<file path="config.mk">
export PLATFORM = sky130hd
export DESIGN_NAME = modular_exponentiation_unit
export DESIGN_NICKNAME = d
export VERILOG_FILES = /design/src/rtl/mexp_pkg.sv /design/src/rtl/mexp_mulmod.sv /design/src/rtl/modular_exponentiation_unit.sv
export SDC_FILE = /design/constraint.sdc
export NUM_CORES = 1
export LEC_CHECK = 0
export ABC_AREA = 0
export BUFFER_PORTS_ARGS = -buffer_cell sky130_fd_sc_hd__buf_2
export CORE_MARGIN = 3
export CORE_UTILIZATION = 55
export DETAILED_ROUTE_END_ITERATION = 10
export GPL_ROUTABILITY_DRIVEN = 1
export PLACE_DENSITY = 0.73
export RECOVER_POWER = 25
export SLEW_MARGIN = 5
export SYNTH_ARGS = -nofsm -noshare
export SYNTH_HDL_FRONTEND = slang
export SYNTH_HIERARCHICAL = 1
export SYNTH_SLANG_ARGS = --single-unit
</file>
<file path="constraint.sdc">
create_clock -name clk -period 19.9 [get_ports clk]
set_input_delay 5.97 -clock clk [delete_from_list [all_inputs] [get_ports clk]]
set_output_delay 5.97 -clock clk [all_outputs]
set_load 0.1 [all_outputs]
</file>
<file path="src/rtl/mexp_pkg.sv">
// mexp_pkg: shared widths, types and the modular add used by the exponentiation unit
// no dependencies
`timescale 1ns / 1ps
`default_nettype none

package mexp_pkg;

    localparam int OPERAND_WIDTH = 24;
    localparam int CNT_W = (OPERAND_WIDTH > 1) ? $clog2(OPERAND_WIDTH) : 1;

    typedef logic [OPERAND_WIDTH-1:0] operand_t;
    typedef logic [CNT_W-1:0] bit_cnt_t;

    // request to the modular multiplier: go pulses for one cycle with the operands
    typedef struct packed {
        logic     go;
        operand_t a;
        operand_t b;
        operand_t m;
    } mul_req_t;

    // (x + y) mod m for x, y < m, one add and one compare-subtract
    function automatic operand_t add_mod(input operand_t x, input operand_t y,
                                         input operand_t m);
        logic [OPERAND_WIDTH:0] s;
        s = {1'b0, x} + {1'b0, y};
        if (s >= {1'b0, m})
        begin
            s = s - {1'b0, m};
        end
        return s[OPERAND_WIDTH-1:0];
    endfunction

endpackage

`default_nettype wire

</file>
<file path="src/rtl/mexp_mulmod.sv">
// mexp_mulmod: bit-serial modular multiplier, one multiplier bit per cycle, msb first
// depends on mexp_pkg
`timescale 1ns / 1ps
`default_nettype none

module mexp_mulmod (
    input  wire logic              clk,
    input  wire logic              rst_n,
    input  wire mexp_pkg::mul_req_t req,
    output logic                   done,
    output mexp_pkg::operand_t     product
);
    import mexp_pkg::*;

    operand_t a_reg;
    operand_t b_reg, b_next;
    operand_t m_reg;
    operand_t acc_reg, acc_next;
    bit_cnt_t cnt_reg, cnt_next;
    logic     run_reg, run_next;
    logic     done_reg, done_next;
    operand_t dbl;

    // double, then add a when the top multiplier bit is set
    always_comb
    begin
        dbl      = add_mod(acc_reg, acc_reg, m_reg);
        acc_next = acc_reg;
        b_next   = b_reg;
        cnt_next = cnt_reg;
        run_next = run_reg;
        done_next = 1'b0;
        if (req.go)
        begin
            acc_next = '0;
            b_next   = req.b;
            cnt_next = bit_cnt_t'(OPERAND_WIDTH - 1);
            run_next = 1'b1;
        end
        else if (run_reg)
        begin
            acc_next = b_reg[OPERAND_WIDTH-1] ? add_mod(dbl, a_reg, m_reg) : dbl;
            b_next   = {b_reg[OPERAND_WIDTH-2:0], 1'b0};
            cnt_next = cnt_reg - 1'b1;
            if (cnt_reg == '0)
            begin
                run_next  = 1'b0;
                done_next = 1'b1;
            end
        end
    end

    always_ff @(posedge clk or negedge rst_n)
    begin
        if (!rst_n)
        begin
            run_reg  <= 1'b0;
            done_reg <= 1'b0;
            cnt_reg  <= '0;
        end
        else
        begin
            run_reg  <= run_next;
            done_reg <= done_next;
            cnt_reg  <= cnt_next;
        end
    end

    always_ff @(posedge clk)
    begin
        if (req.go)
        begin
            a_reg <= req.a;
            m_reg <= req.m;
        end
        acc_reg <= acc_next;
        b_reg   <= b_next;
    end

    assign done    = done_reg;
    assign product = acc_reg;

endmodule

`default_nettype wire

</file>
<file path="src/rtl/modular_exponentiation_unit.sv">
// modular_exponentiation_unit: square-and-multiply controller around a bit-serial multiplier
// depends on mexp_pkg and mexp_mulmod
`timescale 1ns / 1ps
`default_nettype none

// channel   | handshake           | payload
// ----------+---------------------+-------------------------------
// request   | start, busy         | base, exponent, modulus
// result    | done (one cycle)    | result, modulus_zero
//
// a request is taken when start is high and busy is low; the unit then works alone
// each modular product goes through the shared bit-serial multiplier
// one reduction, then per exponent bit an optional multiply and a square
// until no set bits remain
// a zero modulus answers in the cycle after the request with modulus_zero set and result 0
// reset clears the controller and multiplier; the receiver cannot stall results

module modular_exponentiation_unit (
    input  wire logic               clk,
    input  wire logic               rst_n,
    input  wire logic               start,
    output logic                    busy,
    input  wire mexp_pkg::operand_t base,
    input  wire mexp_pkg::operand_t exponent,
    input  wire mexp_pkg::operand_t modulus,
    output logic                    done,
    output mexp_pkg::operand_t      result,
    output logic                    modulus_zero
);
    import mexp_pkg::*;

    // controller states
    localparam logic [2:0] S_IDLE   = 3'd0;
    localparam logic [2:0] S_REDUCE = 3'd1;
    localparam logic [2:0] S_DECIDE = 3'd2;
    localparam logic [2:0] S_MUL    = 3'd3;
    localparam logic [2:0] S_SQR    = 3'd4;

    logic [2:0] state_reg, state_next;
    operand_t   e_reg, e_next;          // exponent, consumed lsb first
    operand_t   m_reg, m_next;
    operand_t   power_reg, power_next;  // current square of the base
    operand_t   acc_reg, acc_next;      // running result
    mul_req_t   req_reg, req_next;
    logic       done_reg, done_next;
    operand_t   result_reg, result_next;
    logic       mz_reg, mz_next;

    logic       mul_done;
    operand_t   mul_product;

    mexp_mulmod u_mulmod (
        .clk     (clk),
        .rst_n   (rst_n),
        .req     (req_reg),
        .done    (mul_done),
        .product (mul_product)
    );

    always_comb
    begin
        state_next  = state_reg;
        e_next      = e_reg;
        m_next      = m_reg;
        power_next  = power_reg;
        acc_next    = acc_reg;
        req_next    = req_reg;
        req_next.go = 1'b0;
        done_next   = 1'b0;
        result_next = result_reg;
        mz_next     = mz_reg;

        unique case (state_reg)
            S_IDLE:
            begin
                if (start)
                begin
                    if (modulus == '0)
                    begin
                        // error answer straight away
                        done_next   = 1'b1;
                        result_next = '0;
                        mz_next     = 1'b1;
                    end
                    else
                    begin
                        // base mod m as 1 * base mod m through the multiplier
                        e_next     = exponent;
                        m_next     = modulus;
                        req_next.go = 1'b1;
                        req_next.a = operand_t'(1);
                        req_next.b = base;
                        req_next.m = modulus;
                        state_next = S_REDUCE;
                    end
                end
            end
            S_REDUCE:
            begin
                if (mul_done)
                begin
                    power_next = mul_product;
                    // 1 mod m
                    acc_next   = (m_reg == operand_t'(1)) ? '0 : operand_t'(1);
                    state_next = S_DECIDE;
                end
            end
            S_DECIDE:
            begin
                req_next.m = m_reg;
                if (e_reg == '0)
                begin
                    // no set bits left, further squares cannot change the answer
                    done_next   = 1'b1;
                    result_next = acc_reg;
                    mz_next     = 1'b0;
                    state_next  = S_IDLE;
                end
                else if (e_reg[0])
                begin
                    req_next.go = 1'b1;
                    req_next.a  = acc_reg;
                    req_next.b  = power_reg;
                    state_next  = S_MUL;
                end
                else
                begin
                    req_next.go = 1'b1;
                    req_next.a  = power_reg;
                    req_next.b  = power_reg;
                    state_next  = S_SQR;
                end
            end
            S_MUL:
            begin
                if (mul_done)
                begin
                    acc_next    = mul_product;
                    req_next.go = 1'b1;
                    req_next.a  = power_reg;
                    req_next.b  = power_reg;
                    req_next.m  = m_reg;
                    state_next  = S_SQR;
                end
            end
            S_SQR:
            begin
                if (mul_done)
                begin
                    power_next = mul_product;
                    e_next     = {1'b0, e_reg[OPERAND_WIDTH-1:1]};
                    state_next = S_DECIDE;
                end
            end
            default:
            begin
                state_next = S_IDLE;
            end
        endcase
    end

    always_ff @(posedge clk or negedge rst_n)
    begin
        if (!rst_n)
        begin
            state_reg <= S_IDLE;
            req_reg   <= '0;
            done_reg  <= 1'b0;
        end
        else
        begin
            state_reg <= state_next;
            req_reg   <= req_next;
            done_reg  <= done_next;
        end
    end

    // datapath registers, no reset needed
    always_ff @(posedge clk)
    begin
        e_reg      <= e_next;
        m_reg      <= m_next;
        power_reg  <= power_next;
        acc_reg    <= acc_next;
        result_reg <= result_next;
        mz_reg     <= mz_next;
    end

    assign busy         = (state_reg != S_IDLE);
    assign done         = done_reg;
    assign result       = result_reg;
    assign modulus_zero = mz_reg;

`ifndef SYNTHESIS
    // a result is only presented once the controller is free again
    a_done_idle: assert property (@(posedge clk) disable iff (!rst_n)
        done |-> !busy)
        else $error("result strobe while controller busy");

    // a normal result is always reduced below the modulus
    a_result_reduced: assert property (@(posedge clk) disable iff (!rst_n)
        (done && !modulus_zero) |-> (result < m_reg))
        else $error("result not reduced modulo modulus");

    // the multiplier only finishes while the controller waits on it
    a_mul_done_expected: assert property (@(posedge clk) disable iff (!rst_n)
        mul_done |-> (state_reg == S_REDUCE || state_reg == S_MUL || state_reg == S_SQR))
        else $error("multiplier finished with no product pending");

    // the error answer carries a zero result
    a_zero_mod_result: assert property (@(posedge clk) disable iff (!rst_n)
        (done && modulus_zero) |-> (result == '0))
        else $error("zero modulus with non-zero result");
`endif

endmodule

`default_nettype wire
</file>
==> flow_summary.yaml, run 1 <==
global_routing:
  grt-ovfl-total: 0
  grt.total_usage_pct: 25.7
  antenna_found_initial: 1
  met1_usage_pct: 35.3
  grt_pass1_vias: 11541
  grt_first_pass_wirelength_microns: 63200
  grt_max_degree: 54
  globalRouteMet3Util_pct: 2.98
  grt_use_met2_pct: 42.6
  top_usage_layer: "met2"
setup_path:
  slowest_stage: "a2111o_1"
  worstSetupStartpoint: "u_mulmod/m_reg[3]"
  crit_path_max_incr_delay_ps: 460
  worst-endpoint-arrival_ps: 8730
  cp_max_fo: 30
  critPathMostFrequentCell: "ha_1"
  critical_path_class: "flip-flop to flip-flop"
  cp-start-kind: "flip-flop"
  setup.worst_path.end_class: "flip-flop"
  cp.required_ps: 20270
  r2r-start: "u_mulmod/m_reg[3]"
sta:
  period_minus_slack_ps: 8360
  min_period_over_period_pct: 42.0
  drv_slew: 126
  rsz0062_at_grt: "false"
  finClkSkew_ps: 24.5
  finalSetupViolCount: 0
  worst_slew_pin_slew_ps: 2120
  hold_slack_ps: 453
  slew_headroom_pct: -41.1
  worst_slack_ps: 11540
  fmax_ghz: 0.120
  setup_tns_ps: 0
  hold_viol: 0
clocking:
  clockBufferDepth: 3
  clock_latency_ps: 570
  post_cts_buffers: 0
  tritoncts: "yes"
  cts_sinks: 301
  cts_resized: 0
  cts-buffers-inserted: 31
  postCtsHoldBufs: 0
  htreeDepth: 1
  cts-root-buf: "clkbuf_16"
  path_clk_slew_ps: 60
job:
  drv_cap: 4
synth:
  synthFlopType: "edfxtp_1"
  synth_edf_count: 193
  yosys_warnings: 6
  synth_cells: 1400
  avgSynthCellArea_sq_um: 11.3
  syn_area_sq_um: 15900
  synthArstFlopShare_pct: 27.9
  synthDistinctLibCells: 85
  yosysSeqAreaShare_pct: 52.8
  syn_nets: 1552
  ys_ff_latch: 301
final_layout:
  fin_area_sq_um: 17700
  final_nets: 1639
  largest_reg_flops: 73
  diodes: 0
  area_growth_pct: 11.8
  layout-drive-gt1-share_pct: 15.2
detailed_routing:
  drt_pass1_iterations: 6
  drt_wl_total_microns: 40200
  antenna_left: 0
  initialDrtViolationCount: 1145
  wl_per_cell_microns: 21.3
  vias: 11709
  drc: 0
  via_per_inst: 6.20
floorplanning:
  start_util_pct: 56.4
  dieHeight_microns: 176
  core_sq_um: 28100
  top_level_ports: 102
  die_w_microns: 176
  die_area_sq_um: 30900
  rows: 61
placement:
  pre_cts_slack_ps: 11450
  place_area_sq_um: 16700
  gp_congestion: 0.987
  hpwl_microns: 28000
  io_buffers: 101
min_path:
  min_path_type: "flip-flop to flip-flop"
  hp-start: "req_reg[3]"
run_status:
  violations: "max-capacitance violations, max-slew violations"
  outcome: "complete, but fails checks"
[per-layer routing]
metal / vias up / routed length (microns)
li1: 5432 / -
met1: 5729 / 17300
met2: 453 / 19000
met3: 93 / 2320
met4: 2 / 1510
met5: - / 13
[through the flow]
step	utilization, %	cells
floorplan	-	1400
global placement	59.3	1832
detailed placement	59.3	1832
CTS	63.2	1890
global route	63.1	1890
finish	63.1	1890
[critical path: cells and delay by family (launching register included)]
kind            cells  cell delay [ps]
compound gates     15             4480
xor+xnor            1              290
fa+ha+maj           4             1400
buf+inv             3              560
flops               1              420
simple gates        7             1000
[area by class of cell]
class,count,area [sq um]
timing repair buffer,114,594
clock buffer,43,861
tap,378,473
multi-input combinational,952,6880
inverter,87,327
fill,2298,10400
clock inverter,15,211
sequential,301,8380
[cells by family after synthesis]
| family | share of synthesized area (%) |
|---|---|
| simple gates | 11.0 |
| xor+xnor | 3.37 |
| flops | 52.8 |
| fa+ha+maj | 6.22 |
| compound gates | 17.6 |
| mux | 5.02 |
| buf+inv | 3.95 |
[worst paths after layout]
kind,to,slack [ps],cells after the start
hold reg to reg,u_mulmod/m_reg[3],450,0
setup / recovery,u_mulmod/product[16],11540,30
min in group asynchronous,u_mulmod/cnt_reg[0],5370,1
hold / removal,u_mulmod/m_reg[3],450,0
setup reg to reg,u_mulmod/product[16],11540,30
max in group asynchronous,req_reg[36],13400,2
[cells in the mapped netlist (all sizes together), types with 4 or more instances]
master / count / area share (%)
o211ai: 10 / 0.47
nor4: 21 / 0.83
a31oi: 35 / 1.4
o21ai: 100 / 3.2
or3: 4 / 0.16
nand2: 78 / 1.9
nor3: 35 / 1.1
buf: 22 / 0.99
mux2: 57 / 4.1
dfrtp: 84 / 13
ha: 74 / 5.8
edfxtp: 193 / 37
o31ai: 4 / 0.19
and2: 58 / 2.3
nor3b: 4 / 0.26
xnor2: 43 / 2.4
o32ai: 12 / 0.66
nor2: 47 / 1.2
a211oi: 27 / 1.3
dfxtp: 24 / 3.0
mux2i: 15 / 0.95
a22oi: 26 / 1.2
o211a: 4 / 0.25
a311oi: 4 / 0.26
nor2b: 4 / 0.16
o21bai: 5 / 0.24
nand4: 8 / 0.32
a21o: 48 / 2.3
nand3: 21 / 0.66
a22o: 29 / 1.6
nand2b: 28 / 1.2
inv: 87 / 2.1
a21oi: 65 / 2.1
xor2: 18 / 0.99
clkbuf: 38 / 0.90
o21a: 11 / 0.52
and3: 8 / 0.32
[cell usage in the layout, fill, tap and decap left out, drive strengths merged, types with 24 or more instances in the layout]
cell type / instances
a211oi: 27
a21o: 48
a21oi: 65
a22o: 29
a22oi: 26
a31oi: 35
and2: 58
buf: 111
clkbuf: 46
dfrtp: 84
dfxtp: 24
edfxtp: 193
ha: 74
inv: 88
mux2: 57
nand2: 78
nand2b: 28
nor2: 47
nor3: 35
o21ai: 100
xnor2: 43
Power of run 1 is left out: the tool's default activity adds up to more than one toggle a clock period on the data nets, which glitch-free logic cannot reach.
==> inputs of run 2 (changes only) <==
- clock period: 19.9 -> 8.3 ns (I/O delays scaled with it)
==> run 2 against run 1 <==
  * The flow still finishes with violations (max-capacitance violations, max-slew violations)
  * Fmax increased by 6.9%
  * Via count about the same
  * Wire length increased by 7.5%
  * Hold slack got worse by 8.1 ps
  * Non-clock buffer count increased by 3
  * Cell area increased by 0.62%
  * Critical path depth decreased by 2
  * Sequential share of layout area decreased by 0.27 points
  * Register-to-register slack got worse by 11000 ps
  * Count of clock-buffer cells in the layout increased by 4
  * Critical path type unchanged
  * Highest routed layer is now met4
==> flow_summary.yaml, run 2 (synthesis gave the netlist of run 1 again) <==
run_status:
  violations: "max-capacitance violations, max-slew violations"
  outcome: "complete, but fails checks"
global_routing:
  grt-ovfl-total: 0
  grt.total_usage_pct: 28.0
  grt_max_degree: 55
  antenna_found_initial: 0
  grt_pass1_vias: 11532
  grt_first_pass_wirelength_microns: 66600
final_layout:
  largest_reg_flops: 73
  final_cell_mix: "edfxtp_1 (193), buf_2 (100), inv_1 (86), o21ai_0 (84), dfrtp_1 (83)"
  fin_area_sq_um: 17800
  final_common_cell: "edfxtp_1"
  layout-drive-gt1-share_pct: 15.2
  area_growth_pct: 12.5
  diodes: 0
  final_nets: 1645
  final_core_util_pct: 63.5
  fillerInstances: 2283
sta:
  rsz0062_at_grt: "false"
  drv_slew: 83
  period_minus_slack_ps: 7830
  slew_headroom_pct: -116
  fmax_ghz: 0.128
  min_period_over_period_pct: 94.3
  setup_tns_ps: 0
  finalSetupViolCount: 0
  finClkSkew_ps: 19.0
  worst_slew_pin_slew_ps: 3240
  hold_viol: 0
placement:
  io_buffers: 101
  gp_congestion: 0.991
  place_area_sq_um: 16700
  hpwl_microns: 30800
detailed_routing:
  drt_pass1_iterations: 5
  drt_wl_total_microns: 43200
  wl_per_cell_microns: 22.8
  drc: 0
  via_per_inst: 6.17
  initialDrtViolationCount: 1127
  antenna_left: 0
  vias: 11701
clocking:
  postCtsHoldBufs: 0
  clock_latency_ps: 530
  cts-buffers-inserted: 34
  cts_resized: 0
  cts-root-buf: "clkbuf_16"
  htreeDepth: 2
  tritoncts: "yes"
  cts_sinks: 301
  post_cts_buffers: 0
  clockBufferDepth: 3
  path_clk_slew_ps: 60
setup_path:
  reg2regPathDepth: 28
  cp.required_ps: 8710
  r2r_end: "u_mulmod/product[12]"
  critical_path_class: "flip-flop to flip-flop"
  cp_max_fo: 15
  critPathMostFrequentCell: "ha_1"
  slowest_stage: "a211o_1"
  worst-endpoint-arrival_ps: 8230
  crit_path_max_incr_delay_ps: 480
  r2r_setup_slack_ps: 470
  cp-start-kind: "flip-flop"
  r2r-start: "u_mulmod/product[0]"
  setup.worst_path.end_class: "flip-flop"
floorplanning:
  start_util_pct: 56.4
  dieHeight_microns: 176
  core_sq_um: 28100
  die_area_sq_um: 30900
  rows: 61
  top_level_ports: 102
  die_w_microns: 176
min_path:
  hold_path_depth: 0
  hold-path-endpoint: "u_mulmod/m_reg[17]"
  min_path_type: "flip-flop to flip-flop"
  hp-start: "req_reg[17]"
job:
  drv_cap: 2
## run 2: cell types whose count changed in the layout (fill, tap and decap cells not counted), moves of 3 or more
cell and delta:
and2_1 -22, clkbuf_1 +4, buf_4 +3, and2_0 +22, clkbuf_16 +3, clkbuf_8 -3
## run 2: metrics by stage
| stage | cells | hold WS (ps) | setup slack, ps |
|---|---|---|---|
| floorplan | 1400 | 425 | 2000 |
| global placement | 1835 | 430 | 725 |
| detailed placement | 1835 | 433 | 667 |
| CTS | 1897 | 448 | 631 |
| global route | 1897 | 461 | 54.2 |
| finish | 1897 | 445 | 475 |
## run 2: final cells by class
cell class                      count  area [sq um]  share of cell area, %
Sequential cell                   301          8380                   47.0
Multi-Input combinational cell    952          6880                   38.6
Clock buffer                       47           910                   5.10
Timing Repair Buffer              117           617                   3.46
Tap cell                          378           473                   2.65
Inverter                           87           327                   1.83
Clock inverter                     15           246                   1.38
## run 2: worst max-delay path: cells and delay by family, from the launching register on
| family | cells | cell delay, ps |
|---|---|---|
| AO/OA/AOI/OAI | 13 | 4160 |
| XOR/XNOR | 1 | 270 |
| adder cells (fa/ha/maj) | 4 | 1330 |
| buffers and inverters | 1 | 70 |
| flip-flops | 1 | 450 |
| multiplexers | 1 | 350 |
| AND/OR/NAND/NOR | 8 | 1070 |
## run 2: worst max-delay path by stage
stage / start / to / slack [ps]
2_1_floorplan: u_mulmod/m_reg[4] / u_mulmod/product[12] / 2000
3_3_place_gp: u_mulmod/product[0] / u_mulmod/product[12] / 730
3_5_place_dp: u_mulmod/m_reg[2] / u_mulmod/product[12] / 670
4_1_cts: u_mulmod/product[0] / u_mulmod/product[12] / 630
5_1_grt: u_mulmod/m_reg[4] / u_mulmod/product[2] / 50
6_report: u_mulmod/product[0] / u_mulmod/product[12] / 470
## run 2: per-layer routing
layer | global-route usage [%] | part of all wire (%) | vias up | wire length [microns]
li1 | - | - | 5446 | -
met1 | 37.2 | 41 | 5650 | 17800
met2 | 45.4 | 47 | 495 | 20500
met3 | 4.93 | 6.8 | 110 | 2950
met4 | 12.0 | 4.6 | 0 | 1980
met5 | 0 | 0 | - | 0
Power of run 2 is left out for the same reason.
==> inputs of run 3 (changes only) <==
- ABC_AREA: 0 -> default
- CORE_ASPECT_RATIO: default -> 1.4
- CTS_BUF_LIST: default -> sky130_fd_sc_hd__clkbuf_8
==> run 3 against run 2 <==
  * The flow still finishes with violations (max-capacitance violations, max-slew violations)
  * Register-to-register slack lost 80 ps
  * Clock skew is essentially flat
  * Die area is essentially flat
  * Global-route usage shrank 2.0 points
  * Via count grew 0.41%
  * Fmax shrank 1.1%
  * Count of clock-buffer cells in the layout grew 8
  * Core utilization shrank 0.71 points
  * Non-clock buffer count grew 5
  * Sequential share of layout area grew 0.63 points
  * Cell count grew 1.1%
  * Critical path type unchanged
  * Largest cell class unchanged
==> flow_summary.yaml, run 3 (synthesis gave the netlist of run 1 again) <==
detailed_routing:
  drc: 0
  wl_per_cell_microns: 21.0
  antenna_left: 0
  drt_wl_total_microns: 40200
  via_per_inst: 6.13
  initialDrtViolationCount: 763
  vias: 11749
  drt_pass1_iterations: 5
final_layout:
  final_common_cell: "edfxtp_1"
  diodes: 0
  layout-drive-gt1-share_pct: 16.4
  final_cell_mix: "edfxtp_1 (193), inv_1 (101), buf_2 (100), o21ai_0 (84), dfrtp_1 (84)"
  final_core_util_pct: 62.8
  largest_reg_flops: 73
  fillerInstances: 2301
  area_growth_pct: 11.0
  final_nets: 1662
clocking:
  cts-root-buf: "clkbuf_8"
  tritoncts: "yes"
  post_cts_buffers: 0
  cts_sinks: 301
  clock_latency_ps: 600
  cts-buffers-inserted: 46
  postCtsHoldBufs: 0
  path_clk_slew_ps: 70
  clockBufferDepth: 3
  htreeDepth: 2
  cts_resized: 0
min_path:
  min_path_type: "flip-flop to flip-flop"
sta:
  finalSetupViolCount: 0
  period_minus_slack_ps: 7910
  worst_slew_pin_slew_ps: 2720
  slew_headroom_pct: -81.0
  finClkSkew_ps: 19.4
  drv_slew: 76
  fmax_ghz: 0.126
  hold_viol: 0
  rsz0062_at_grt: "false"
  min_period_over_period_pct: 95.3
  setup_tns_ps: 0
global_routing:
  antenna_found_initial: 0
  grt-ovfl-total: 0
  grt_pass1_vias: 11740
  grt.total_usage_pct: 26.0
  grt_first_pass_wirelength_microns: 62800
  grt_max_degree: 89
run_status:
  violations: "max-capacitance violations, max-slew violations"
  outcome: "complete, but fails checks"
setup_path:
  slowest_stage: "a2111o_1"
  worst-endpoint-arrival_ps: 8390
  cp_max_fo: 15
  cp-start-kind: "flip-flop"
  crit_path_max_incr_delay_ps: 470
  crit_buf_inv: 2
  path_delay_family: "compound AO/OA/AOI/OAI gates"
  setup.worst_path.end_class: "flip-flop"
  cp.required_ps: 8780
  critPathMostFrequentCell: "ha_1"
  critical_path_class: "flip-flop to flip-flop"
placement:
  gp_congestion: 0.998
  hpwl_microns: 29000
  io_buffers: 101
job:
  drv_cap: 2
floorplanning:
  rows: 72
  top_level_ports: 102
  dieHeight_microns: 207
  start_util_pct: 56.6
  die_area_sq_um: 30900
  die_w_microns: 149
  core_sq_um: 28000
run 3: cell type report:
| cell class | count | area, sq um | area share (%) |
|---|---|---|---|
| flip-flops and latches | 301 | 8380 | 47.6 |
| multi-input cells | 952 | 6870 | 39.1 |
| clock buffers | 55 | 757 | 4.30 |
| repair buffers | 122 | 654 | 3.72 |
| well taps | 370 | 463 | 2.63 |
| inverters | 87 | 327 | 1.86 |
| clock inverters | 31 | 143 | 0.811 |
run 3: per-stage QoR:
step	area [sq um]	std cells	hold WS, ps	setup slack (ps)
after floorplan	15900	1400	425	2000
after detailed placement	16700	1832	436	491
final	17600	1918	446	391
after global placement	16700	1832	431	586
after CTS	17600	1918	445	441
after global routing	17600	1918	453	34.0
run 3: worst reg2reg max path: cells and delay by family (launching register included):
| family | cells | cell delay, ps |
|---|---|---|
| flip-flops | 1 | 380 |
| buffers and inverters | 2 | 270 |
| adder cells (fa/ha/maj) | 4 | 1320 |
| XOR/XNOR | 1 | 260 |
| AO/OA/AOI/OAI | 13 | 3940 |
| multiplexers | 1 | 340 |
| AND/OR/NAND/NOR | 8 | 1290 |
run 3: final timing paths:
path,slack (ps),to,from,cells after the start
max reg2reg,390,u_mulmod/product[12],u_mulmod/product[2],29
min reg2reg,450,u_mulmod/a_reg[13],req_reg[61],0
max in group asynchronous,5370,state_reg[2],rst_n,2
min in group asynchronous,1850,req_reg[29],rst_n,1
max,390,u_mulmod/product[12],u_mulmod/product[2],29
min,450,u_mulmod/a_reg[13],req_reg[61],0
run 3: routing by layer:
| layer | vias to the layer above | track usage (%) | share of wire, % |
|---|---|---|---|
| met5 | - | 0 | 0 |
| met4 | 0 | 10.1 | 3.5 |
| met3 | 96 | 5.00 | 6.7 |
| met2 | 474 | 43.8 | 49 |
| met1 | 5679 | 33.4 | 41 |
| li1 | 5500 | - | - |
Power of run 3 is left out for the same reason.
